[config.mk]
export PLATFORM = sky130hd
export DESIGN_NAME = packet_deframer_crc32_check
export DESIGN_NICKNAME = d
export VERILOG_FILES = /design/src/rtl/core/dfr_pkg.sv /design/src/rtl/core/dfr_front.sv /design/src/rtl/core/dfr_queue.sv /design/src/rtl/core/dfr_back.sv /design/src/rtl/core/packet_deframer_crc32_check.sv
export SDC_FILE = /design/constraint.sdc
export NUM_CORES = 1
export LEC_CHECK = 0
export ABC_CLOCK_PERIOD_IN_PS = 4600
export BUFFER_PORTS_ARGS = -buffer_cell sky130_fd_sc_hd__buf_4
export CAP_MARGIN = 20
export CORE_UTILIZATION = 50
export DETAILED_ROUTE_END_ITERATION = 10
export PLACE_DENSITY = 0.71
export SLEW_MARGIN = 20
export SYNTH_ARGS = -nofsm -noshare
export SYNTH_HDL_FRONTEND = slang
export SYNTH_SLANG_ARGS = --single-unit
[constraint.sdc]
create_clock -name clk -period 4.6 [get_ports clk]
set_input_delay 0.23 -clock clk [delete_from_list [all_inputs] [get_ports clk]]
set_output_delay 0.23 -clock clk [all_outputs]
set_load 0.03 [all_outputs]
[src/rtl/core/dfr_pkg.sv]
// Shared types, constants and the CRC-32 byte step for the packet deframer.
`timescale 1ns / 1ps

package dfr_pkg;

	localparam logic [31:0] CRC_POLY    = 32'hEDB88320;
	localparam logic [31:0] LIMIT_RESET = 32'd262144;
	localparam logic [31:0] MIN_LENGTH  = 32'd5;
	localparam int          QUEUE_DEPTH = 4;

	localparam logic       KIND_DATA = 1'b0;
	localparam logic       KIND_END  = 1'b1;

	localparam logic [1:0] ST_OK      = 2'd0;
	localparam logic [1:0] ST_BAD_CRC = 2'd1;
	localparam logic [1:0] ST_LEN_ERR = 2'd2;

	typedef enum logic [3:0] {
		PH_LEN  = 4'b0001,
		PH_PAD  = 4'b0010,
		PH_DATA = 4'b0100,
		PH_CRC  = 4'b1000
	} phase_t;

	typedef enum logic [2:0] {
		OP_PAD     = 3'd0,
		OP_TYPE    = 3'd1,
		OP_DATA    = 3'd2,
		OP_CRC     = 3'd3,
		OP_LEN_ERR = 3'd4
	} op_t;

	// one classified stream byte, front to back
	typedef struct packed {
		op_t        op;
		logic [7:0] data;
		logic       last;
	} byte_op_t;

	// reflected CRC-32, one byte
	function automatic logic [31:0] crc32_byte(input logic [31:0] crc, input logic [7:0] b);
		logic [31:0] c;
		c = crc ^ {24'd0, b};
		for (int i = 0; i < 8; i++) begin
			c = c[0] ? ((c >> 1) ^ CRC_POLY) : (c >> 1);
		end
		return c;
	endfunction

endpackage

[src/rtl/core/dfr_front.sv]
// Front end: parses length and framing, classifies each stream byte.
`timescale 1ns / 1ps

module dfr_front import dfr_pkg::*; #(
	parameter int LENGTH_BITS = 19
) (
	input  logic                   clk,
	input  logic                   arst_n,
	input  logic                   accept,
	input  logic [7:0]             stream_byte,
	input  logic [LENGTH_BITS-1:0] max_len,
	output logic                   push,
	output byte_op_t               push_item
);

	phase_t                 phase_q;
	logic [LENGTH_BITS-1:0] cnt_q;
	logic [LENGTH_BITS-1:0] plen_q;
	logic [3:0]             pad_q;
	logic [23:0]            len_sr_q;
	logic                   halted_q;

	logic [31:0]            len32;
	logic                   len_bad;
	logic [LENGTH_BITS-1:0] cnt_nxt;
	logic                   pad_done;
	logic                   data_done;
	logic                   quad_done;

	assign len32     = {len_sr_q, stream_byte};
	assign len_bad   = (len32 < MIN_LENGTH) || (len32 > 32'(max_len));
	assign cnt_nxt   = cnt_q + LENGTH_BITS'(1);
	assign pad_done  = cnt_q >= LENGTH_BITS'(pad_q);
	assign data_done = cnt_nxt >= (plen_q - LENGTH_BITS'(MIN_LENGTH));
	assign quad_done = cnt_q == LENGTH_BITS'(3);

	always_comb begin
		push           = 1'b0;
		push_item.op   = OP_PAD;
		push_item.data = stream_byte;
		push_item.last = 1'b0;
		if (accept && !halted_q) begin
			unique case (phase_q)
				PH_LEN: begin
					push         = quad_done && len_bad;
					push_item.op = OP_LEN_ERR;
				end
				PH_PAD: begin
					push         = 1'b1;
					push_item.op = pad_done ? OP_TYPE : OP_PAD;
				end
				PH_DATA: begin
					push         = 1'b1;
					push_item.op = OP_DATA;
				end
				PH_CRC: begin
					push           = 1'b1;
					push_item.op   = OP_CRC;
					push_item.last = quad_done;
				end
				default: begin
					push = 1'b0;
				end
			endcase
		end
	end

	always_ff @(posedge clk or negedge arst_n) begin
		if (!arst_n) begin
			phase_q  <= PH_LEN;
			cnt_q    <= '0;
			plen_q   <= '0;
			pad_q    <= '0;
			len_sr_q <= '0;
			halted_q <= 1'b0;
		end else if (accept && !halted_q) begin
			unique case (phase_q)
				PH_LEN: begin
					len_sr_q <= len32[23:0];
					if (quad_done) begin
						cnt_q <= '0;
						if (len_bad) begin
							halted_q <= 1'b1;
						end else begin
							plen_q  <= len32[LENGTH_BITS-1:0];
							pad_q   <= 4'd8 - {1'b0, len32[2:0]};
							phase_q <= PH_PAD;
						end
					end else begin
						cnt_q <= cnt_nxt;
					end
				end
				PH_PAD: begin
					if (pad_done) begin
						cnt_q   <= '0;
						phase_q <= (plen_q <= LENGTH_BITS'(MIN_LENGTH)) ? PH_CRC : PH_DATA;
					end else begin
						cnt_q <= cnt_nxt;
					end
				end
				PH_DATA: begin
					if (data_done) begin
						cnt_q   <= '0;
						phase_q <= PH_CRC;
					end else begin
						cnt_q <= cnt_nxt;
					end
				end
				PH_CRC: begin
					if (quad_done) begin
						cnt_q   <= '0;
						phase_q <= PH_LEN;
					end else begin
						cnt_q <= cnt_nxt;
					end
				end
				default: begin
					phase_q <= PH_LEN;
				end
			endcase
		end
	end

endmodule

[src/rtl/core/dfr_queue.sv]
// Small FIFO of classified bytes between front and back.
`timescale 1ns / 1ps

module dfr_queue import dfr_pkg::*; (
	input  logic     clk,
	input  logic     arst_n,
	input  logic     push,
	input  byte_op_t push_item,
	input  logic     pop,
	output logic     full,
	output logic     not_empty,
	output byte_op_t head
);

	localparam int PTR_W = $clog2(QUEUE_DEPTH);
	localparam int CNT_W = $clog2(QUEUE_DEPTH + 1);

	byte_op_t           mem_q [QUEUE_DEPTH];
	logic [PTR_W-1:0]   wr_ptr_q;
	logic [PTR_W-1:0]   rd_ptr_q;
	logic [CNT_W-1:0]   count_q;
	logic               do_push;
	logic               do_pop;

	assign full      = count_q == CNT_W'(QUEUE_DEPTH);
	assign not_empty = count_q != '0;
	assign head      = mem_q[rd_ptr_q];
	assign do_push   = push && !full;
	assign do_pop    = pop && not_empty;

	always_ff @(posedge clk) begin
		if (do_push) begin
			mem_q[wr_ptr_q] <= push_item;
		end
	end

	always_ff @(posedge clk or negedge arst_n) begin
		if (!arst_n) begin
			wr_ptr_q <= '0;
			rd_ptr_q <= '0;
			count_q  <= '0;
		end else begin
			if (do_push) begin
				wr_ptr_q <= (wr_ptr_q == PTR_W'(QUEUE_DEPTH - 1)) ? '0 : wr_ptr_q + PTR_W'(1);
			end
			if (do_pop) begin
				rd_ptr_q <= (rd_ptr_q == PTR_W'(QUEUE_DEPTH - 1)) ? '0 : rd_ptr_q + PTR_W'(1);
			end
			if (do_push && !do_pop) begin
				count_q <= count_q + CNT_W'(1);
			end else if (do_pop && !do_push) begin
				count_q <= count_q - CNT_W'(1);
			end
		end
	end

endmodule

[src/rtl/core/dfr_back.sv]
// Back end: CRC accumulation, CRC compare and the output record register.
`timescale 1ns / 1ps

module dfr_back import dfr_pkg::*; (
	input  logic       clk,
	input  logic       arst_n,
	input  logic       q_valid,
	input  byte_op_t   q_head,
	output logic       q_pop,
	output logic       record_valid,
	input  logic       record_ready,
	output logic       record_kind,
	output logic [7:0] payload_byte,
	output logic [7:0] message_type,
	output logic [1:0] status,
	output logic       last_of_packet
);

	logic [31:0] crc_q;
	logic [31:0] rx_crc_q;
	logic [7:0]  type_q;
	logic        valid_q;
	logic        kind_q;
	logic [7:0]  payload_q;
	logic [7:0]  msg_type_q;
	logic [1:0]  status_q;
	logic        last_q;

	logic        needs_out;
	logic        out_free;
	logic [31:0] crc_nxt;
	logic [31:0] rx_nxt;

	assign needs_out = (q_head.op == OP_DATA) || (q_head.op == OP_LEN_ERR)
		|| ((q_head.op == OP_CRC) && q_head.last);
	assign out_free  = !valid_q || record_ready;
	assign q_pop     = q_valid && (!needs_out || out_free);
	assign crc_nxt   = crc32_byte(crc_q, q_head.data);
	assign rx_nxt    = {rx_crc_q[23:0], q_head.data};

	assign record_valid   = valid_q;
	assign record_kind    = kind_q;
	assign payload_byte   = payload_q;
	assign message_type   = msg_type_q;
	assign status         = status_q;
	assign last_of_packet = last_q;

	always_ff @(posedge clk or negedge arst_n) begin
		if (!arst_n) begin
			valid_q  <= 1'b0;
			crc_q    <= '0;
			rx_crc_q <= '0;
			type_q   <= '0;
		end else begin
			if (valid_q && record_ready) begin
				valid_q <= 1'b0;
			end
			if (q_pop) begin
				if (needs_out) begin
					valid_q <= 1'b1;
				end
				unique case (q_head.op)
					OP_PAD: begin
						crc_q <= crc_nxt;
					end
					OP_TYPE: begin
						crc_q  <= crc_nxt;
						type_q <= q_head.data;
					end
					OP_DATA: begin
						crc_q <= crc_nxt;
					end
					OP_CRC: begin
						if (q_head.last) begin
							rx_crc_q <= '0;
							crc_q    <= '0;
						end else begin
							rx_crc_q <= rx_nxt;
						end
					end
					OP_LEN_ERR: begin
						crc_q <= crc_q;
					end
					default: begin
						crc_q <= crc_q;
					end
				endcase
			end
		end
	end

	always_ff @(posedge clk) begin
		if (q_pop && needs_out) begin
			unique case (q_head.op)
				OP_DATA: begin
					kind_q     <= KIND_DATA;
					payload_q  <= q_head.data;
					msg_type_q <= type_q;
					status_q   <= ST_OK;
					last_q     <= 1'b0;
				end
				OP_LEN_ERR: begin
					kind_q     <= KIND_END;
					payload_q  <= '0;
					msg_type_q <= '0;
					status_q   <= ST_LEN_ERR;
					last_q     <= 1'b1;
				end
				default: begin
					kind_q     <= KIND_END;
					payload_q  <= '0;
					msg_type_q <= type_q;
					status_q   <= (rx_nxt == crc_q) ? ST_OK : ST_BAD_CRC;
					last_q     <= 1'b1;
				end
			endcase
		end
	end

endmodule

[src/rtl/core/packet_deframer_crc32_check.sv]
// Top level of the packet deframer with CRC-32 check.
//
//  channel   | handshake                   | beat contents
//  ----------+-----------------------------+---------------------------------------
//  stream in | stream_valid / stream_ready | stream_byte
//  record out| record_valid / record_ready | record_kind, payload_byte, message_type,
//            |                             | status, last_of_packet
//  config    | cfg_wr_en                   | cfg_wr_data (max_packet_length)
//
// One stream byte per cycle while the queue is not full; a record passes the queue, then the output register.
// The front parser classifies each byte into a 4-entry queue; the back end runs the
// one-byte CRC step and fills the output register.
// stream_ready drops only while the queue is full (output stalled).
// Reset is asynchronous; a length error halts the parser until the next reset.
`timescale 1ns / 1ps

module packet_deframer_crc32_check import dfr_pkg::*; #(
	parameter int LENGTH_BITS = 19
) (
	input  logic                   clk,
	input  logic                   arst_n,
	input  logic                   stream_valid,
	output logic                   stream_ready,
	input  logic [7:0]             stream_byte,
	output logic                   record_valid,
	input  logic                   record_ready,
	output logic                   record_kind,
	output logic [7:0]             payload_byte,
	output logic [7:0]             message_type,
	output logic [1:0]             status,
	output logic                   last_of_packet,
	input  logic                   cfg_wr_en,
	input  logic [LENGTH_BITS-1:0] cfg_wr_data
);

	logic [LENGTH_BITS-1:0] max_len_q;
	logic                   accept;
	logic                   push;
	byte_op_t               push_item;
	logic                   q_full;
	logic                   q_valid;
	byte_op_t               q_head;
	logic                   q_pop;

	assign stream_ready = !q_full;
	assign accept       = stream_valid && stream_ready;

	always_ff @(posedge clk or negedge arst_n) begin
		if (!arst_n) begin
			max_len_q <= LENGTH_BITS'(LIMIT_RESET);
		end else if (cfg_wr_en) begin
			max_len_q <= cfg_wr_data;
		end
	end

	dfr_front #(
		.LENGTH_BITS(LENGTH_BITS)
	) u_front (
		.clk        (clk),
		.arst_n     (arst_n),
		.accept     (accept),
		.stream_byte(stream_byte),
		.max_len    (max_len_q),
		.push       (push),
		.push_item  (push_item)
	);

	dfr_queue u_queue (
		.clk      (clk),
		.arst_n   (arst_n),
		.push     (push),
		.push_item(push_item),
		.pop      (q_pop),
		.full     (q_full),
		.not_empty(q_valid),
		.head     (q_head)
	);

	dfr_back u_back (
		.clk           (clk),
		.arst_n        (arst_n),
		.q_valid       (q_valid),
		.q_head        (q_head),
		.q_pop         (q_pop),
		.record_valid  (record_valid),
		.record_ready  (record_ready),
		.record_kind   (record_kind),
		.payload_byte  (payload_byte),
		.message_type  (message_type),
		.status        (status),
		.last_of_packet(last_of_packet)
	);

endmodule

==> flow_summary_export.csv, run 1 <==
group,metric,value,unit
yosys,yosysWarningCount,0,
setup_path,worst-path-max-fanout,19,
grt,antenna_found_initial,0,
placement,gp_congestion,0.818,
setup_path,crit_path_top_delay_cell,"dfrtp_1",
yosys,async_flop_share,70.6,%
cells_and_area,num_antenna_cells,0,
floorplan,ios,54,
grt,grt_remaining_overflow,0,
yosys,synth.distinct_cells,63,
detailed_routing,drc_errors,0,
yosys,synth_edf_count,67,
yosys,synth_top_family_by_area,"simple AND/OR/NAND/NOR gates",
detailed_routing,vias_per_cell,5.38,
clocking,cts_buffers,25,
cells_and_area,areaGrowthSynthToFinish,15.6,%
cells_and_area,multi_input_area,5690,µm²
yosys,synthXorXnorAreaFrac,12.0,%
grt,track_usage,21.4,%
cells_and_area,fillCellCount,1917,
floorplan,die_h,158,µm
sta,min_period_over_period,89.5,%
placement,port_buffers,53,
detailed_routing,vias,8036,
detailed_routing,dr.pass1.iters,6,
detailed_routing,drt-total-wl,25500,µm
yosys,synth_simple_gate_area_share,12.3,%
sta,grt_setup_unrepaired,"no",
setup_path,cp_top_family,"simple AND/OR/NAND/NOR gates",
setup_path,crit_buf_inv,1,
yosys,synth_compound_area_share,8.52,%
setup_path,cp-end-kind,"flop",
yosys,ys_seq_elements,228,
setup_path,crit_path_cell_trace,"and4_1 > and4_1 > nand2_1 > nor3_1 > and3_1 > xnor2_1 > ha_1 > a21o_1 > a21oi_1 > nand4_1 > a221oi_1 > nor3_1 > buf_4 > nand2b_1 > o41ai_1",
floorplan,coreArea,23600,µm²
setup_path,r2r-start,"u_front.cnt_q[4]$_DFFE_PN0P_",
sta,worstMarginPinSlew,924,ps
floorplan,start_util,51.3,%
cells_and_area,layout.nets,1246,
sta,period_minus_slack,4120,ps
setup_path,crit_path_start,"u_front.cnt_q[4]$_DFFE_PN0P_",
floorplan,num_rows,56,
sta,skew,24.7,ps
sta,fin_setup_tns,0,ps
setup_path,critPathKind,"flop to flop",
clocking,cts_tree,"yes",
sta,hold_viol,0,
sta,finalSetupViolations,0,
run_status,status,"finished, final reports clean",
floorplan,die_area,24800,µm²
clocking,clkTransAtPathRegs,60,ps
worst_hold_path,min_from,"cfg_wr_en",
yosys,ys.flop_type,"dfrtp_1",
yosys,yosysTopAreaCellShare,32.9,%
cells_and_area,drive_gt1_share,16.8,%
clocking,cts_max_path_buffers,3,
placement,hpwl,17600,µm
clocking,root_buffer,"clkbuf_16",
yosys,synth_commonest_cells,"dfrtp_1 (159), nand2_1 (149), xnor2_1 (79)",
job,maxCapViolations,0,
detailed_routing,drtIter0Drc,435,
yosys,synth_largest_area_cell,"dfrtp_1",
setup_path,cp.arrival,4540,ps
clocking,clock-sinks,228,
sta,relSlewSlack,38.4,%
detailed_routing,ant_nets,0,
clocking,cts_resized,0,
yosys,syn_area,12100,µm²
yosys,synth_most_common_cell,"dfrtp_1",
detailed_routing,wl_per_cell,17.1,µm
power_and_ir_drop,p_leak,0.00612,µW
grt,grt_pass1_wl,41600,µm
cells_and_area,seqCellArea,6040,µm²
setup_path,cp_data_required_time,5020,ps
grt,grt_pass1_vias,8064,
yosys,syn_nets,1163,
yosys,synth_mux_area_share,8.12,%
placement,dp_slack,568,ps
power_and_ir_drop,vdd_drop_max,0.330,mV
sta,slew_viol_final,0,
grt,grt_max_degree,96,
yosys,synth.avg_cell_area,11.3,µm²
power_and_ir_drop,power.density,314,nW/µm²
sta,fin_ws,483,ps
setup_path,startpoint_type,"flop",
setup_path,slowest_delay,470,ps
yosys,syn-instance-count,1074,
cells_and_area,utilization,59.3,%
clocking,clk_latency,540,ps
yosys,ys_seq_area_share,49.9,%
yosys,synthAdderAreaFrac,5.95,%
floorplan,die_width,158,µm
clocking,htreeDepth,1,
worst_hold_path,min_path_type,"input pin to flop",
sta,max_freq,243,MHz
yosys,ys_top_cells_by_area,"dfrtp_1 (33%), edfxtp_1 (17%), ha_1 (5.8%)",
## stage by stage
stage | instance area (µm²) | total power (µW) | instances | hold slack, ps
2_1_floorplan | 12100 | 2190 | 1074 | -65.6
3_3_place_gp | 12800 | 2260 | 1420 | 383
3_5_place_dp | 12800 | 2260 | 1421 | 377
4_1_cts | 14000 | 4440 | 1495 | 76.5
5_1_grt | 14000 | 4540 | 1495 | 128
6_report | 14000 | 4400 | 1495 | 99.4
## cell type report
type | instances | area share, %
flip-flops and latches | 228 | 43.2
multi-input cells | 757 | 40.7
repair buffers | 96 | 5.66
clock buffers | 30 | 4.75
well taps | 319 | 2.85
clock inverters | 16 | 1.59
inverters | 49 | 1.31
## cell usage in the layout, fill, tap and decap left out, types with 20 or more instances in the layout
master         count
xor2_1            42
nand2_1          149
mux2i_1           24
nor3_1            20
nor2_1            47
edfxtp_1          67
o21ai_0           68
o31ai_1           21
ha_1              56
clkbuf_16         25
mux2_2            40
buf_4             66
xnor2_1           79
inv_1             49
dfrtp_1          159
dlygate4sd3_1     28
## tightest hold or removal path: stages
cell and delay, ps:
buf_4 210, nand2_1 80, o21ai_0 70
## cell families (layout without fill, tap and decap cells)
| logic type | after synthesis | count (layout) |
|---|---|---|
| AO/OA/AOI/OAI | 158 | 158 |
| XOR/XNOR | 139 | 139 |
| adder cells (fa/ha/maj) | 57 | 57 |
| buffers and inverters | 89 | 191 |
| flip-flops | 228 | 228 |
| multiplexers | 85 | 85 |
| AND/OR/NAND/NOR | 318 | 318 |
## metal layers
layer | global-route usage, % | part of all wire, % | vias up | wire, µm
li1 | - | - | 3922 | -
met1 | 29.1 | 45 | 3926 | 11500
met2 | 36.5 | 49 | 153 | 12500
met3 | 3.01 | 4.3 | 35 | 1090
met4 | 4.58 | 1.7 | 0 | 445
met5 | 0 | 0 | - | 0
## where the power goes
part           total [µW]  leakage [µW]  switching [µW]  internal [µW]
clock network        2150      0.000442             834           1320
logic                 144       0.00308            85.7           58.0
registers            2100       0.00260            4.91           2100
## registers in the layout, indices dropped and copies added (netlist names)
signal and flops:
u_queue.wr_ptr_q 2, u_back.record_kind 1, u_back.crc_q 32, u_front.pad_q 4
u_back.status 2, u_back.type_q 8, u_back.payload_byte 8, max_len_q 19
u_back.rx_crc_q 24, u_queue.rd_ptr_q 2, u_front.halted_q 1, u_queue.mem_q 48
u_back.message_type 8, u_front.phase_q 4, u_front.len_sr_q 24, u_front.plen_q 18
u_front.cnt_q 19, u_queue.count_q 3, u_back.record_valid 1
## worst paths after layout
check / to / depth (start not counted) / slack (ps)
max: u_front.cnt_q[12]$_DFFE_PN0P_ / 15 / 480
min: max_len_q[5]$_DFFE_PN0P_ / 3 / 100
max reg2reg: u_front.cnt_q[12]$_DFFE_PN0P_ / 15 / 480
min reg2reg: u_front.halted_q$_DFFE_PN0P_ / 2 / 450
max in group asynchronous: max_len_q[18]$_DFFE_PN1P_ / 3 / 3110
min in group asynchronous: u_back.rx_crc_q[17]$_DFFE_PN0P_ / 2 / 330
## repair_timing
action,4_1_cts,5_1_grt
hold endpoints to repair,142,0
setup buffers,0,0
hold buffers,28,0
(Power assumes the default switching activity.)
==> inputs of run 2 (changes only) <==
--- a/config.mk
+++ b/config.mk
@@ -6,7 +6,7 @@
 export NUM_CORES = 1
 export LEC_CHECK = 0
 export ABC_CLOCK_PERIOD_IN_PS = 4600
-export BUFFER_PORTS_ARGS = -buffer_cell sky130_fd_sc_hd__buf_4
+export BUFFER_PORTS_ARGS = -buffer_cell sky130_fd_sc_hd__buf_2
 export CAP_MARGIN = 20
 export CORE_UTILIZATION = 50
 export DETAILED_ROUTE_END_ITERATION = 10
==> run 2 against run 1 <==
Compared with the run above: wire length about the same; register-to-register slack gained 40 ps; clock skew is 6.6 ps lower; maximum frequency up 0.88%; combinational power decreased by 8%; cell area shrank 1.6%; power shrank 2.5%; utilization down 0.95 points; flip-flop and latch count unchanged; sequential share of layout area grew 0.71 points; hold slack got worse by 66 ps.
==> flow_summary_export.csv, run 2 (synthesis gave the netlist of run 1 again) <==
group,metric,value,unit
sta,hold_viol,0,
worst_hold_path,min_from,"stream_byte[4]",
setup_path,cp-end-kind,"flop",
detailed_routing,wl_per_cell,17.1,µm
sta,slew_viol_final,0,
grt,grt_pass1_vias,7911,
placement,place_inst,1419,
cells_and_area,largest-register,"u_queue.mem_q",
sta,period_minus_slack,4080,ps
detailed_routing,drtIter0Drc,627,
cells_and_area,areaGrowthSynthToFinish,13.8,%
detailed_routing,drt-total-wl,25500,µm
worst_hold_path,holdPathEnd,"u_queue.mem_q[1][5]$_DFFE_PP_",
setup_path,cp.arrival,4500,ps
setup_path,crit_path_cell_trace,"and4_1 > and4_1 > nand2_1 > nor3_1 > and3_1 > xnor2_1 > ha_1 > a21o_1 > a21oi_1 > nand4_1 > a221oi_1 > nor3_1 > buf_4 > nand2b_1 > o41ai_1",
setup_path,cp_top_family,"simple AND/OR/NAND/NOR gates",
clocking,clkTransAtPathRegs,60,ps
setup_path,startpoint_type,"flop",
grt,antenna_found_initial,1,
power_and_ir_drop,vdd_drop_max,0.252,mV
floorplan,die_area,24800,µm²
floorplan,num_rows,56,
floorplan,start_util,51.3,%
sta,min_period_over_period,88.7,%
setup_path,worst-path-max-fanout,19,
cells_and_area,stdcell_count,1489,
run_status,status,"finished, final reports clean",
detailed_routing,vias,7993,
floorplan,ios,54,
cells_and_area,layout.nets,1239,
detailed_routing,drc_errors,0,
placement,gp_congestion,0.861,
floorplan,coreArea,23600,µm²
setup_path,r2r_cells,15,
sta,max_freq,245,MHz
cells_and_area,top_regs,"u_queue.mem_q: 48 flops, u_back.crc_q: 32 flops",
clocking,clock-sinks,228,
setup_path,critPathKind,"flop to flop",
detailed_routing,ant_nets,0,
sta,skew,18.2,ps
clocking,root_buffer,"clkbuf_16",
grt,grt_max_degree,121,
setup_path,cp_data_required_time,5020,ps
clocking,htreeDepth,1,
clocking,cts_buffers,26,
grt,grt_remaining_overflow,0,
placement,hpwl,17500,µm
setup_path,crit_buf_inv,1,
clocking,clk_latency,540,ps
setup_path,reg2reg_to,"u_front.cnt_q[12]$_DFFE_PN0P_",
clocking,cts_tree,"yes",
power_and_ir_drop,p_leak,0.00601,µW
setup_path,rrSetupSlack,520,ps
cells_and_area,final_cell_mix,"dfrtp_1 (159), nand2_1 (149), xnor2_1 (79), o21ai_0 (68), edfxtp_1 (67)",
sta,finalSetupViolations,0,
worst_hold_path,holdPathStages,1,
placement,port_buffers,53,
sta,grt_setup_unrepaired,"no",
cells_and_area,layout_commonest_cell,"dfrtp_1",
grt,grt_pass1_wl,40900,µm
cells_and_area,drive_gt1_share,16.3,%
clocking,cts_max_path_buffers,3,
floorplan,die_h,158,µm
detailed_routing,dr.pass1.iters,5,
setup_path,slowest_delay,470,ps
power_and_ir_drop,power.density,311,nW/µm²
setup_path,crit_path_top_delay_cell,"dfrtp_1",
detailed_routing,vias_per_cell,5.37,
sta,worstMarginPinSlew,930,ps
job,maxCapViolations,0,
cells_and_area,fillCellCount,1936,
floorplan,die_width,158,µm
worst_hold_path,min_path_type,"input pin to flop",
sta,relSlewSlack,38.0,%
grt,track_usage,21.1,%
sta,fin_setup_tns,0,ps
cells_and_area,largest_reg_flops,48,
setup_path,r2r-start,"u_front.cnt_q[4]$_DFFE_PN0P_",
-- run 2: area by class of cell --
cell class | count | area (µm²) | share of cell area (%)
Timing Repair Buffer | 88 | 602 | 4.37
Clock inverter | 13 | 155 | 1.13
Sequential cell | 228 | 6040 | 43.9
Tap cell | 319 | 399 | 2.90
Inverter | 49 | 184 | 1.34
Clock buffer | 34 | 691 | 5.01
Multi-Input combinational cell | 757 | 5700 | 41.4
Antenna cell | 1 | 2.50 | 0.0182
-- run 2: repair_timing --
| item | CTS | global route |
|---|---|---|
| setup buffers | 0 | 0 |
| hold buffers | 22 | 0 |
| gates resized for setup | 0 | 0 |
| setup endpoints to repair | 0 | 0 |
| hold endpoints to repair | 68 | 0 |
-- run 2: worst max path at each step --
| stage | from | endpoint | slack [ps] | depth (start not counted) |
|---|---|---|---|---|
| after global routing | u_front.cnt_q[2]$_DFFE_PN0P_ | u_front.cnt_q[12]$_DFFE_PN0P_ | 110 | 15 |
| after detailed placement | u_front.cnt_q[4]$_DFFE_PN0P_ | u_front.cnt_q[12]$_DFFE_PN0P_ | 590 | 15 |
| after global placement | u_front.plen_q[5]$_DFFE_PN0P_ | u_front.cnt_q[12]$_DFFE_PN0P_ | 720 | 15 |
| after floorplan | u_front.plen_q[5]$_DFFE_PN0P_ | u_front.cnt_q[12]$_DFFE_PN0P_ | 1150 | 14 |
| final | u_front.cnt_q[4]$_DFFE_PN0P_ | u_front.cnt_q[12]$_DFFE_PN0P_ | 520 | 15 |
| after CTS | u_front.cnt_q[4]$_DFFE_PN0P_ | u_front.cnt_q[12]$_DFFE_PN0P_ | 550 | 15 |
-- run 2: where the power goes --
part           leakage (µW)  internal (µW)  switching, µW
Sequential          0.00260           2100           4.63
Combinational       0.00299           48.1           84.3
Clock              0.000412           1230            827
Total               0.00601           3370            916
-- run 2: through the flow --
stage	worst slack [ps]	total power, µW	utilization [%]	area [µm²]	hold slack (ps)
after floorplan	1150	2190	-	12100	-65.6
after global placement	721	2250	53.8	12700	173
after detailed placement	588	2260	53.8	12700	175
after CTS	552	4320	58.3	13800	9.82
after global routing	111	4420	58.3	13800	17.1
final	519	4290	58.3	13800	33.9
-- run 2: worst reg2reg max path, stage by stage (launching register included) --
cell	delay (ps)
dfrtp_1	470
and4_1	270
and4_1	320
nand2_1	140
nor3_1	410
and3_1	280
xnor2_1	140
ha_1	270
a21o_1	190
a21oi_1	140
nand4_1	110
a221oi_1	410
nor3_1	100
buf_4	220
nand2b_1	260
o41ai_1	270
-- run 2: per-layer routing --
metal	vias up	part of all wire, %	global-route usage, %
met4	0	2.5	5.46
met5	-	0	0
met3	46	3.3	2.57
li1	3890	-	-
met2	147	49	35.9
met1	3910	45	28.5
